## config.mk

```make
export PLATFORM = sky130hd
export DESIGN_NAME = pbrf_mod
export DESIGN_NICKNAME = d
export VERILOG_FILES = /design/src/rtl/pbrf_pkg.sv /design/src/rtl/pbrf_mod.sv
export SDC_FILE = /design/constraint.sdc
export NUM_CORES = 1
export LEC_CHECK = 0
export BUFFER_PORTS_ARGS = -buffer_cell sky130_fd_sc_hd__buf_2
export CORE_MARGIN = 1
export CORE_UTILIZATION = 50
export CTS_CLUSTER_DIAMETER = 100
export DETAILED_ROUTE_END_ITERATION = 12
export GPL_TIMING_DRIVEN = 0
export PLACE_DENSITY_LB_ADDON = 0.08
export SETUP_SLACK_MARGIN = 0.2
export SYNTH_ARGS = -nofsm -noshare
export SYNTH_HDL_FRONTEND = slang
export SYNTH_SLANG_ARGS = --single-unit
```

## constraint.sdc

```tcl
create_clock -name clk -period 3.2 [get_ports clk]
set_input_delay 0.32 -clock clk [delete_from_list [all_inputs] [get_ports clk]]
set_output_delay 0.32 -clock clk [all_outputs]
set_load 0.1 [all_outputs]
```

## src/rtl/pbrf_pkg.sv

```systemverilog
`default_nettype none

package pbrf_pkg;

    localparam int STORE_DEPTH = 16384;
    localparam int ADDR_W      = $clog2(STORE_DEPTH);
    localparam int EFF_W       = ADDR_W + 1;
    localparam int RING_W      = 15;
    localparam int RING_RESET  = 16384;
    localparam int MIN_RING    = 8;
    localparam int LEN_W       = 16;
    localparam int BYTE_W      = 8;
    localparam int PAD_W       = 17;
    localparam int CLAMP_W     = (RING_W > EFF_W) ? RING_W : EFF_W;
    localparam int SPACE_W     = (PAD_W + 1 > EFF_W) ? PAD_W + 1 : EFF_W;
    localparam int MOD_VAL_W   = ((ADDR_W > PAD_W) ? ADDR_W : PAD_W) + 1;
    localparam int MOD_STEPS   = MOD_VAL_W - $clog2(MIN_RING);
    localparam int MOD_DIV_W   = EFF_W + MOD_STEPS - 1;
    localparam int MOD_CNT_W   = $clog2(MOD_STEPS);

    localparam logic [1:0] KIND_OPEN_WR = 2'd0;
    localparam logic [1:0] KIND_WR_BYTE = 2'd1;
    localparam logic [1:0] KIND_OPEN_RD = 2'd2;
    localparam logic [1:0] KIND_RD_BYTE = 2'd3;

    localparam logic [1:0] ST_OK    = 2'd0;
    localparam logic [1:0] ST_FULL  = 2'd1;
    localparam logic [1:0] ST_EMPTY = 2'd2;
    localparam logic [1:0] ST_SEQ   = 2'd3;

    typedef struct packed {
        logic [1:0]        kind;
        logic [LEN_W-1:0]  packet_length;
        logic [LEN_W-1:0]  capacity;
        logic [BYTE_W-1:0] data_byte;
    } req_item_t;

    typedef struct packed {
        logic [1:0]        status;
        logic [LEN_W-1:0]  length;
        logic [BYTE_W-1:0] out_byte;
        logic              last;
    } rsp_item_t;

    function automatic logic [EFF_W-1:0] clamp_ring(input logic [RING_W-1:0] r);
        logic [CLAMP_W-1:0] v;
        v = CLAMP_W'(r);
        if (v < CLAMP_W'(MIN_RING))
        begin
            v = CLAMP_W'(MIN_RING);
        end
        else if (v > CLAMP_W'(STORE_DEPTH))
        begin
            v = CLAMP_W'(STORE_DEPTH);
        end
        return EFF_W'(v);
    endfunction

    function automatic logic [PAD_W-1:0] padded_size(input logic [LEN_W-1:0] len);
        return (PAD_W'(len) + PAD_W'(5)) & ~PAD_W'(3);
    endfunction

    function automatic logic [1:0] pad_of(input logic [1:0] lo);
        return 2'(2'd0 - (lo + 2'd2));
    endfunction

    function automatic logic [ADDR_W-1:0] wrap_add(input logic [ADDR_W-1:0] p,
                                                   input logic [1:0] k,
                                                   input logic [EFF_W-1:0] n);
        logic [EFF_W:0] s;
        s = (EFF_W+1)'(p) + (EFF_W+1)'(k);
        if (s >= (EFF_W+1)'(n))
        begin
            s = s - (EFF_W+1)'(n);
        end
        return ADDR_W'(s);
    endfunction

endpackage

`default_nettype wire

```

## src/rtl/pbrf_mod.sv

```systemverilog
`default_nettype none

module pbrf_mod (
    input  logic                           clk,
    input  logic                           rst_n,
    input  logic                           start,
    input  logic [pbrf_pkg::MOD_VAL_W-1:0] value,
    input  logic [pbrf_pkg::EFF_W-1:0]     divisor,
    output logic                           done,
    output logic [pbrf_pkg::ADDR_W-1:0]    rem
);

    import pbrf_pkg::*;

    logic                 busy_reg, busy_next;
    logic                 done_reg, done_next;
    logic [MOD_CNT_W-1:0] cnt_reg, cnt_next;
    logic [MOD_VAL_W-1:0] rem_reg, rem_next;
    logic [MOD_DIV_W-1:0] div_reg, div_next;

    // One quotient bit per cycle: subtract the divisor shifted down by one place each step.
    always_comb
    begin
        busy_next = busy_reg;
        done_next = 1'b0;
        cnt_next  = cnt_reg;
        rem_next  = rem_reg;
        div_next  = div_reg;
        if (start)
        begin
            busy_next = 1'b1;
            cnt_next  = MOD_CNT_W'(MOD_STEPS - 1);
            rem_next  = value;
            div_next  = MOD_DIV_W'(divisor) << (MOD_STEPS - 1);
        end
        else if (busy_reg)
        begin
            if (MOD_DIV_W'(rem_reg) >= div_reg)
            begin
                rem_next = MOD_VAL_W'(MOD_DIV_W'(rem_reg) - div_reg);
            end
            div_next = div_reg >> 1;
            cnt_next = cnt_reg - MOD_CNT_W'(1);
            if (cnt_reg == '0)
            begin
                busy_next = 1'b0;
                done_next = 1'b1;
            end
        end
    end

    always_ff @(posedge clk or negedge rst_n)
    begin
        if (!rst_n)
        begin
            busy_reg <= 1'b0;
            done_reg <= 1'b0;
            cnt_reg  <= '0;
        end
        else
        begin
            busy_reg <= busy_next;
            done_reg <= done_next;
            cnt_reg  <= cnt_next;
        end
    end

    always_ff @(posedge clk)
    begin
        rem_reg <= rem_next;
        div_reg <= div_next;
    end

    assign done = done_reg;
    assign rem  = ADDR_W'(rem_reg);

endmodule

`default_nettype wire
```

Yosys cells after proc, flatten, opt, wreduce, memory -nomap -nowiden

Index checks and enable logic that the tools add are counted.

$add $sub $neg: 2
Magnitude comparators: 1
Mux-type cells: 13
Reductions and logical operators: 4

Operator list:

| cell                                             | count |
|---|---|
| 2-to-1 mux 29 bit                                | 2 |
| 2-to-1 mux 18 bit                                | 3 |
| greater-or-equal comparator 18 x 29 -> 1 bit     | 1 |
| subtractor 18 bit                                | 1 |
| 2-to-1 mux 4 bit                                 | 2 |
| 2-to-1 mux 1 bit                                 | 6 |
| zero test 4 bit                                  | 1 |
| nonzero test 2 bit                               | 2 |
| subtractor 4 x 1 -> 4 bit, second input constant | 1 |
| AND reduction 2 bit                              | 1 |

Output and inout port bits: 15
Logic and storage cells: 26
Bits of input ports: 36
Register bits: 53

Depth between registers and ports, before layout

Gate-level depths: netlist of the first run.

Word-level depth: 4
Gate-level depth with buffers: 10
Gate-level depth less buffers: 10

Worst setup path after synthesis of the first run

No wires, ideal clock.

Path type: reg2reg
Start point: register rem_reg[9]
End point: register rem_reg[0] (enable)
Data required time: 2798 ps
Setup time: 402 ps
Buffers on the path: 1
Stages on the path, launching flop included: 8
Arrival time: 2655 ps
Clock period less this slack: 3057 ps
Setup slack: 143 ps
Cells stage by stage: edfxtp_1 > ha_1 > buf_4 > nand3_2 > or3_1 > nor4_1 > a41oi_1 > o221ai_1

Word-level cells in the longest chain between the ends: 3

RTL lines:

| item                                         | RTL line       | text |
|---|---|---|
| start: declaration                           | pbrf_mod.sv:18 | `logic [MOD_VAL_W-1:0] rem_reg, rem_next;` |
| start signal: assignment                     | pbrf_mod.sv:70 | `rem_reg <= rem_next;` |
| greater-or-equal comparator 18 x 29 -> 1 bit | pbrf_mod.sv:38 | `if (MOD_DIV_W'(rem_reg) >= div_reg)` |
| nonzero test 2 bit (no source line)          | -              |  |
| AND reduction 2 bit (no source line)         | -              |  |

No other way between the ends.
A chain may end at the register's enable or synchronous reset.

Worst setup path after layout of the first run

Start point: register rem_reg[12]
End point: register rem_reg[13] (enable)

The elaborated chain is that of the path after synthesis.

==> impl_metrics.py, run 1 <==
metrics = {
    "outcome": {
        "status": "complete, no violations",
    },
    "global_routing": {
        "antenna_found_initial": 0,
        "grt_max_degree": 19,
        "grt_pass1_wl_um": 12400,
        "grtUsageTotal_pct": 22.4,
        "grt_pass1_vias": 2550,
        "grt.overflow.total": 0,
    },
    "sta": {
        "fin_crit_sh_pct": 85.0,
        "setup_viol": 0,
        "slew_violations": 0,
        "worst_slack_ns": 0.480,
        "fmax_ghz": 0.368,
        "hold_viol_final": 0,
        "rsz0062_at_grt": "no",
        "fin_skew_ns": 0.00998,
        "min_period_ns": 2.72,
        "max_slew_margin_pct": 58.2,
        "worstMarginPinSlew_ns": 0.627,
        "fin_setup_tns_ns": 0,
    },
    "placement": {
        "port_buffers": 49,
        "gp_congestion": 0.829,
        "dp_cells": 466,
        "post_dp_cell_area_um2": 3650,
        "dp_slack_ns": -0.0175,
        "place_hpwl_um": 5460,
    },
    "worst_setup_path": {
        "worstSetupPathType": "reg -> reg",
        "startpoint_type": "flip-flop",
        "reg2reg_from": "rem_reg[12]",
        "crit_chain": "ha_1 > nand2_1 > or3_1 > nor4_1 > a41oi_1 > o221ai_4 > buf_12",
        "cpLargestDelayFamily": "simple AND/OR/NAND/NOR gates",
        "end_kind": "flip-flop",
        "cp_data_required_time_ns": 3.23,
        "r2r_end": "rem_reg[13]",
        "timing.critical_path.buf_inv": 1,
        "rr_worst_depth": 7,
        "max_stage_delay_ns": 0.42,
        "arrival_ns": 2.75,
        "crit_fanout": 13,
        "critPathSlowestCell": "edfxtp_1",
        "r2r_slack_ns": 0.48,
    },
    "route": {
        "wl_um": 7230,
        "wl_per_cell_um": 15.2,
        "vias_per_cell": 5.50,
        "antenna_left": 0,
        "drt-initial-drc-count": 136,
        "dr.pass1.iters": 4,
        "remaining_drc_errors": 0,
        "via_count": 2624,
    },
    "floorplan": {
        "dieArea_um2": 6920,
        "coreArea_um2": 6350,
        "initial_core_util_pct": 51.9,
        "row_count": 29,
        "boundaryPins": 51,
        "die_width_um": 83.2,
        "fp.dieH_um": 83.2,
    },
    "clock_tree": {
        "cts_num_sinks": 53,
        "cts.htree.levels": 2,
        "clockRootBuffer": "clkbuf_8",
        "cts.clk_slew.worst_paths_ns": 0.11,
        "cts_tree": "built",
        "clock_latency_ns": 0.32,
        "cts_buffer_depth": 2,
        "cts_buffers": 5,
    },
    "power": {
        "switching_share_pct": 35.1,
        "pwr-share-clk_pct": 25.1,
        "leakagePower_uw": 0.00168,
        "comb_power_share_pct": 32.5,
        "internal_power_uw": 1260,
        "netSwitchingPower_uw": 683,
        "powerDensity_nw_per_um2": 510,
        "peakVddDrop_v": 0.000270,
        "seq_power_share_pct": 42.3,
    },
    "synth": {
        "avgSynthCellArea_um2": 9.70,
        "synth_ff_type": "edfxtp_1",
        "yosysWarnings": 0,
        "synth.cell_area_um2": 3300,
        "yosysSeqAreaShare_pct": 43.1,
        "synth.distinct_cells": 55,
        "syn-instance-count": 340,
        "synth_nets": 396,
        "ys_seq_elements": 53,
        "synth_edf_count": 33,
        "async_reset_ff_share_pct": 11.3,
    },
    "min_path": {
        "min_from": "divisor[2]",
        "hold_end": "div_reg[16]",
        "holdCritPathClass": "in -> reg",
        "holdPathStages": 3,
    },
    "finish": {
        "drive_gt1_share_pct": 24.0,
        "nNetsFinal": 455,
        "n_fill_cell": 559,
        "largest_register_ffs": 29,
        "antennaDiodeCount": 0,
        "fin_area_um2": 3810,
        "post-route-util_pct": 60.1,
        "syn2layout_area_growth_pct": 15.6,
        "final_cells": 477,
    },
    "flow_run": {
        "maxCapViolCount": 0,
    },
}
==> layout by cell type, fill, tap and decap left out, types with 5 or more instances in the layout <==
| cell type | synthesis | final |
|---|---|---|
| a21oi_1 | 14 | 14 |
| a22o_1 | 11 | 11 |
| buf_2 | 2 | 51 |
| buf_4 | 17 | 18 |
| clkbuf_1 | 9 | 9 |
| clkbuf_8 | 0 | 5 |
| dfrtp_1 | 6 | 6 |
| dfxtp_1 | 14 | 14 |
| edfxtp_1 | 33 | 33 |
| ha_1 | 19 | 19 |
| inv_1 | 26 | 26 |
| mux2i_1 | 15 | 15 |
| nand2_1 | 38 | 38 |
| nand3_1 | 8 | 8 |
| nor2_1 | 25 | 25 |
| o21ai_0 | 20 | 20 |
| xnor2_1 | 9 | 9 |
==> how the worst max path moves through the flow <==
stage	start	to	slack, ns	cells past startpoint
after floorplan	rem_reg[9]	rem_reg[0]	0.51	7
after global placement	div_reg[7]	rem_reg[10]	0.01	8
after detailed placement	rem_reg[12]	rem_reg[8]	-0.02	6
after CTS	rem_reg[12]	rem_reg[10]	0.24	6
after global routing	rem_reg[12]	rem_reg[8]	0.33	7
final	rem_reg[12]	rem_reg[13]	0.48	7
==> worst min-delay path, stage by stage <==
cell     delay, ns
buf_2         0.07
nand2_1       0.04
o21ai_0       0.05
==> power groups by stage <==
stage / combinational [µW] / sequential, µW / clock (µW)
final: 633 / 823 / 489
after global routing: 695 / 830 / 519
after CTS: 629 / 823 / 495
after detailed placement: 622 / 839 / 0
after global placement: 613 / 837 / 0
after floorplan: 507 / 827 / 0
==> area by class of cell <==
type	instances	area (µm²)	share of cell area, %
multi-input cells	230	1610	42.3
flip-flops and latches	53	1420	37.3
repair buffers	52	283	7.41
plain buffers	30	179	4.69
inverters	27	101	2.66
well taps	77	96.3	2.53
clock buffers	5	68.8	1.80
clock inverters	3	50.0	1.31
==> synth_stat cells (all sizes together), types with 6 or more instances <==
library cell  count  area [µm²]
ha               19         238
nor2             25        93.8
buf              21         145
inv              26        97.6
clkbuf            9        33.8
nand3             9        50.1
o21ai            24         120
dfrtp             6         150
nand2            39         149
a22o             11        96.3
mux2i            15         150
dfxtp            14         280
xnor2             9        78.8
a21oi            18         105
edfxtp           33         991
==> through the flow <==
stage	power, µW	hold WS, ns
finish	1950	0.273
global route	2040	0.275
CTS	1950	0.267
detailed placement	1460	0.153
global placement	1450	0.147
floorplan	1330	0.0244
==> routing by layer <==
layer  vias up  global-route usage [%]  part of all wire, %
li1       1318                       -                    -
met1      1248                    30.5                   46
met2        53                    37.3                   49
met3         5                    3.68                  3.8
met4         0                    5.17                 0.76
met5         -                       0                    0
==> cells by family (layout without fill, tap and decap cells) <==
group                    count (synthesis)  count (layout)  synth area share [%]
AND/OR/NAND/NOR                        100             100                  14.3
adder cells (fa/ha/maj)                 20              20                  7.81
XOR/XNOR                                13              13                  3.45
buffers and inverters                   57             117                  8.50
flip-flops                              53              53                  43.1
AO/OA/AOI/OAI                           80              80                  17.6
multiplexers                            17              17                  5.24
==> what timing repair did <==
item,CTS,global route
pin swaps,0,1
gates cloned,0,0
setup endpoints to repair,18,18
gates resized for setup,1,0
endpoints found under the hold margin,6,0
setup buffers,0,2
hold buffers,1,0
(Power assumes the default switching activity.)
==> run 2, diff against run 1 <==
==> constraint.sdc (replaced) <==
create_clock -name clk -period 2.83 [get_ports clk]
set_input_delay 0.283 -clock clk [delete_from_list [all_inputs] [get_ports clk]]
set_output_delay 0.283 -clock clk [all_outputs]
set_load 0.1 [all_outputs]
==> impl_metrics.py, run 2 (same netlist as run 1, synthesis figures left out) <==
metrics = {
    "outcome": {
        "status": "complete, no violations",
    },
    "global_routing": {
        "antenna_found_initial": 0,
        "grt_pass1_wl_um": 12400,
        "grt.overflow.total": 0,
        "grt_max_degree": 18,
        "grtUsageTotal_pct": 22.5,
        "grt_pass1_vias": 2609,
    },
    "placement": {
        "place_hpwl_um": 5500,
        "dp_slack_ns": -0.199,
        "dp_cells": 466,
        "port_buffers": 49,
        "gp_congestion": 0.818,
    },
    "finish": {
        "n_fill_cell": 549,
        "nNetsFinal": 461,
        "syn2layout_area_growth_pct": 20.3,
        "multi_input_area_um2": 1670,
        "antennaDiodeCount": 0,
        "final_cell_mix": "buf_2, nand2_1, edfxtp_1",
        "drive_gt1_share_pct": 27.8,
        "final_cells": 483,
        "final_common_cell": "buf_2",
        "seqCellArea_um2": 1420,
        "largest_register_ffs": 29,
    },
    "sta": {
        "hold_viol_final": 0,
        "rsz0062_at_grt": "no",
        "min_period_ns": 2.55,
        "fin_crit_sh_pct": 90.0,
        "worst_slack_ns": 0.282,
        "worstMarginPinSlew_ns": 0.610,
        "fin_setup_tns_ns": 0,
        "fmax_ghz": 0.392,
        "slew_violations": 0,
        "setup_viol": 0,
        "max_slew_margin_pct": 59.3,
        "fin_skew_ns": 0.00541,
    },
    "power": {
        "powerDensity_nw_per_um2": 583,
        "finalPower_uw": 2310,
        "leakagePower_uw": 0.00174,
        "peakVddDrop_v": 0.000349,
    },
    "worst_setup_path": {
        "worstSetupPathType": "reg -> reg",
        "crit_path_start": "rem_reg[0]",
        "critPathSlowestCell": "o311a_4",
        "startpoint_type": "flip-flop",
        "max_stage_delay_ns": 0.40,
        "reg2reg_from": "rem_reg[0]",
        "crit_chain": "inv_1 > ha_1 > inv_1 > fa_1 > a21oi_2 > o311a_4 > o311ai_4 > o22ai_1 > xnor2_1 > mux2_2",
        "end_kind": "flip-flop",
        "crit_fanout": 5,
        "cp_data_required_time_ns": 2.90,
        "crit_top_cell": "inv_1",
        "arrival_ns": 2.62,
    },
    "route": {
        "dr.pass1.iters": 4,
        "antenna_left": 0,
        "wl_per_cell_um": 15.5,
        "drt-initial-drc-count": 89,
        "remaining_drc_errors": 0,
        "via_count": 2616,
        "wl_um": 7500,
        "vias_per_cell": 5.42,
    },
    "floorplan": {
        "boundaryPins": 51,
        "coreArea_um2": 6350,
        "fp.dieH_um": 83.2,
        "row_count": 29,
        "dieArea_um2": 6920,
        "die_width_um": 83.2,
        "initial_core_util_pct": 51.9,
    },
    "clock_tree": {
        "cts_buffers": 5,
        "cts.clk_slew.worst_paths_ns": 0.10,
        "cts.htree.levels": 2,
        "clock_latency_ns": 0.32,
        "cts_buffer_depth": 2,
        "clockRootBuffer": "clkbuf_8",
        "cts_tree": "built",
        "cts_num_sinks": 53,
    },
    "min_path": {
        "min_from": "value[8]",
        "holdCritPathClass": "in -> reg",
    },
    "flow_run": {
        "maxCapViolCount": 0,
    },
}
[run 2: cell count changes in the layout (fill, tap and decap cells not counted), sizes merged]
cell	change
clkinv	-1
bufinv	+1
buf	+6
[run 2: where the power goes]
part / total, µW / switching, µW / internal, µW
registers: 931 / 35.7 / 895
clock network: 629 / 273 / 356
logic: 753 / 471 / 282
[run 2: final timing paths]
path                          endpoint  slack (ns)  cells past startpoint
max in group asynchronous         done        2.38                      2
setup reg to reg           rem_reg[16]        0.28                     10
setup / recovery           rem_reg[16]        0.28                     10
hold / removal              rem_reg[8]        0.23                      3
min in group asynchronous   cnt_reg[1]        0.31                      2
hold reg to reg             div_reg[0]        0.51                      2
[run 2: cell type report]
| cell class | count | area share, % |
|---|---|---|
| buffer | 30 | 4.57 |
| clock buffer | 5 | 1.73 |
| clock inverter | 3 | 1.73 |
| inverter | 27 | 2.55 |
| multi-input combinational | 230 | 42.1 |
| sequential | 53 | 35.9 |
| tap | 77 | 2.43 |
| timing repair buffer | 58 | 8.96 |
[run 2: metal layers]
metal  track usage [%]  vias up  share of wire, %
li1                  -     1328                 -
met1              28.4     1226                46
met2              38.5       50                49
met3              4.17       12               3.7
met4              7.84        0               1.8
met5                 0        -                 0
[run 2: critical path, delay by kind of cell (launching register included)]
family / cells / cell delay [ns]
AOI/OAI and AO/OA: 4 / 0.98
adders and majority gates: 2 / 0.43
DFF: 1 / 0.36
muxes: 1 / 0.27
xor gates and xnor gates: 1 / 0.15
buffers and inverters: 2 / 0.12
[run 2: metrics by stage]
step | utilization (%) | hold slack [ns] | instance area, µm²
after floorplan | - | -0.0126 | 3320
after global placement | 57.6 | 0.111 | 3660
after detailed placement | 57.6 | 0.119 | 3660
after CTS | 62.0 | 0.224 | 3940
after global routing | 62.5 | 0.246 | 3970
final | 62.5 | 0.229 | 3970
[run 2: repair_timing]
action,in CTS,in global routing
cloned,1,0
hold buffers,1,0
setup endpoints to repair,18,20
hold endpoints to repair,6,0
setup buffers,5,2
pin swaps,4,6
resized for setup,13,5
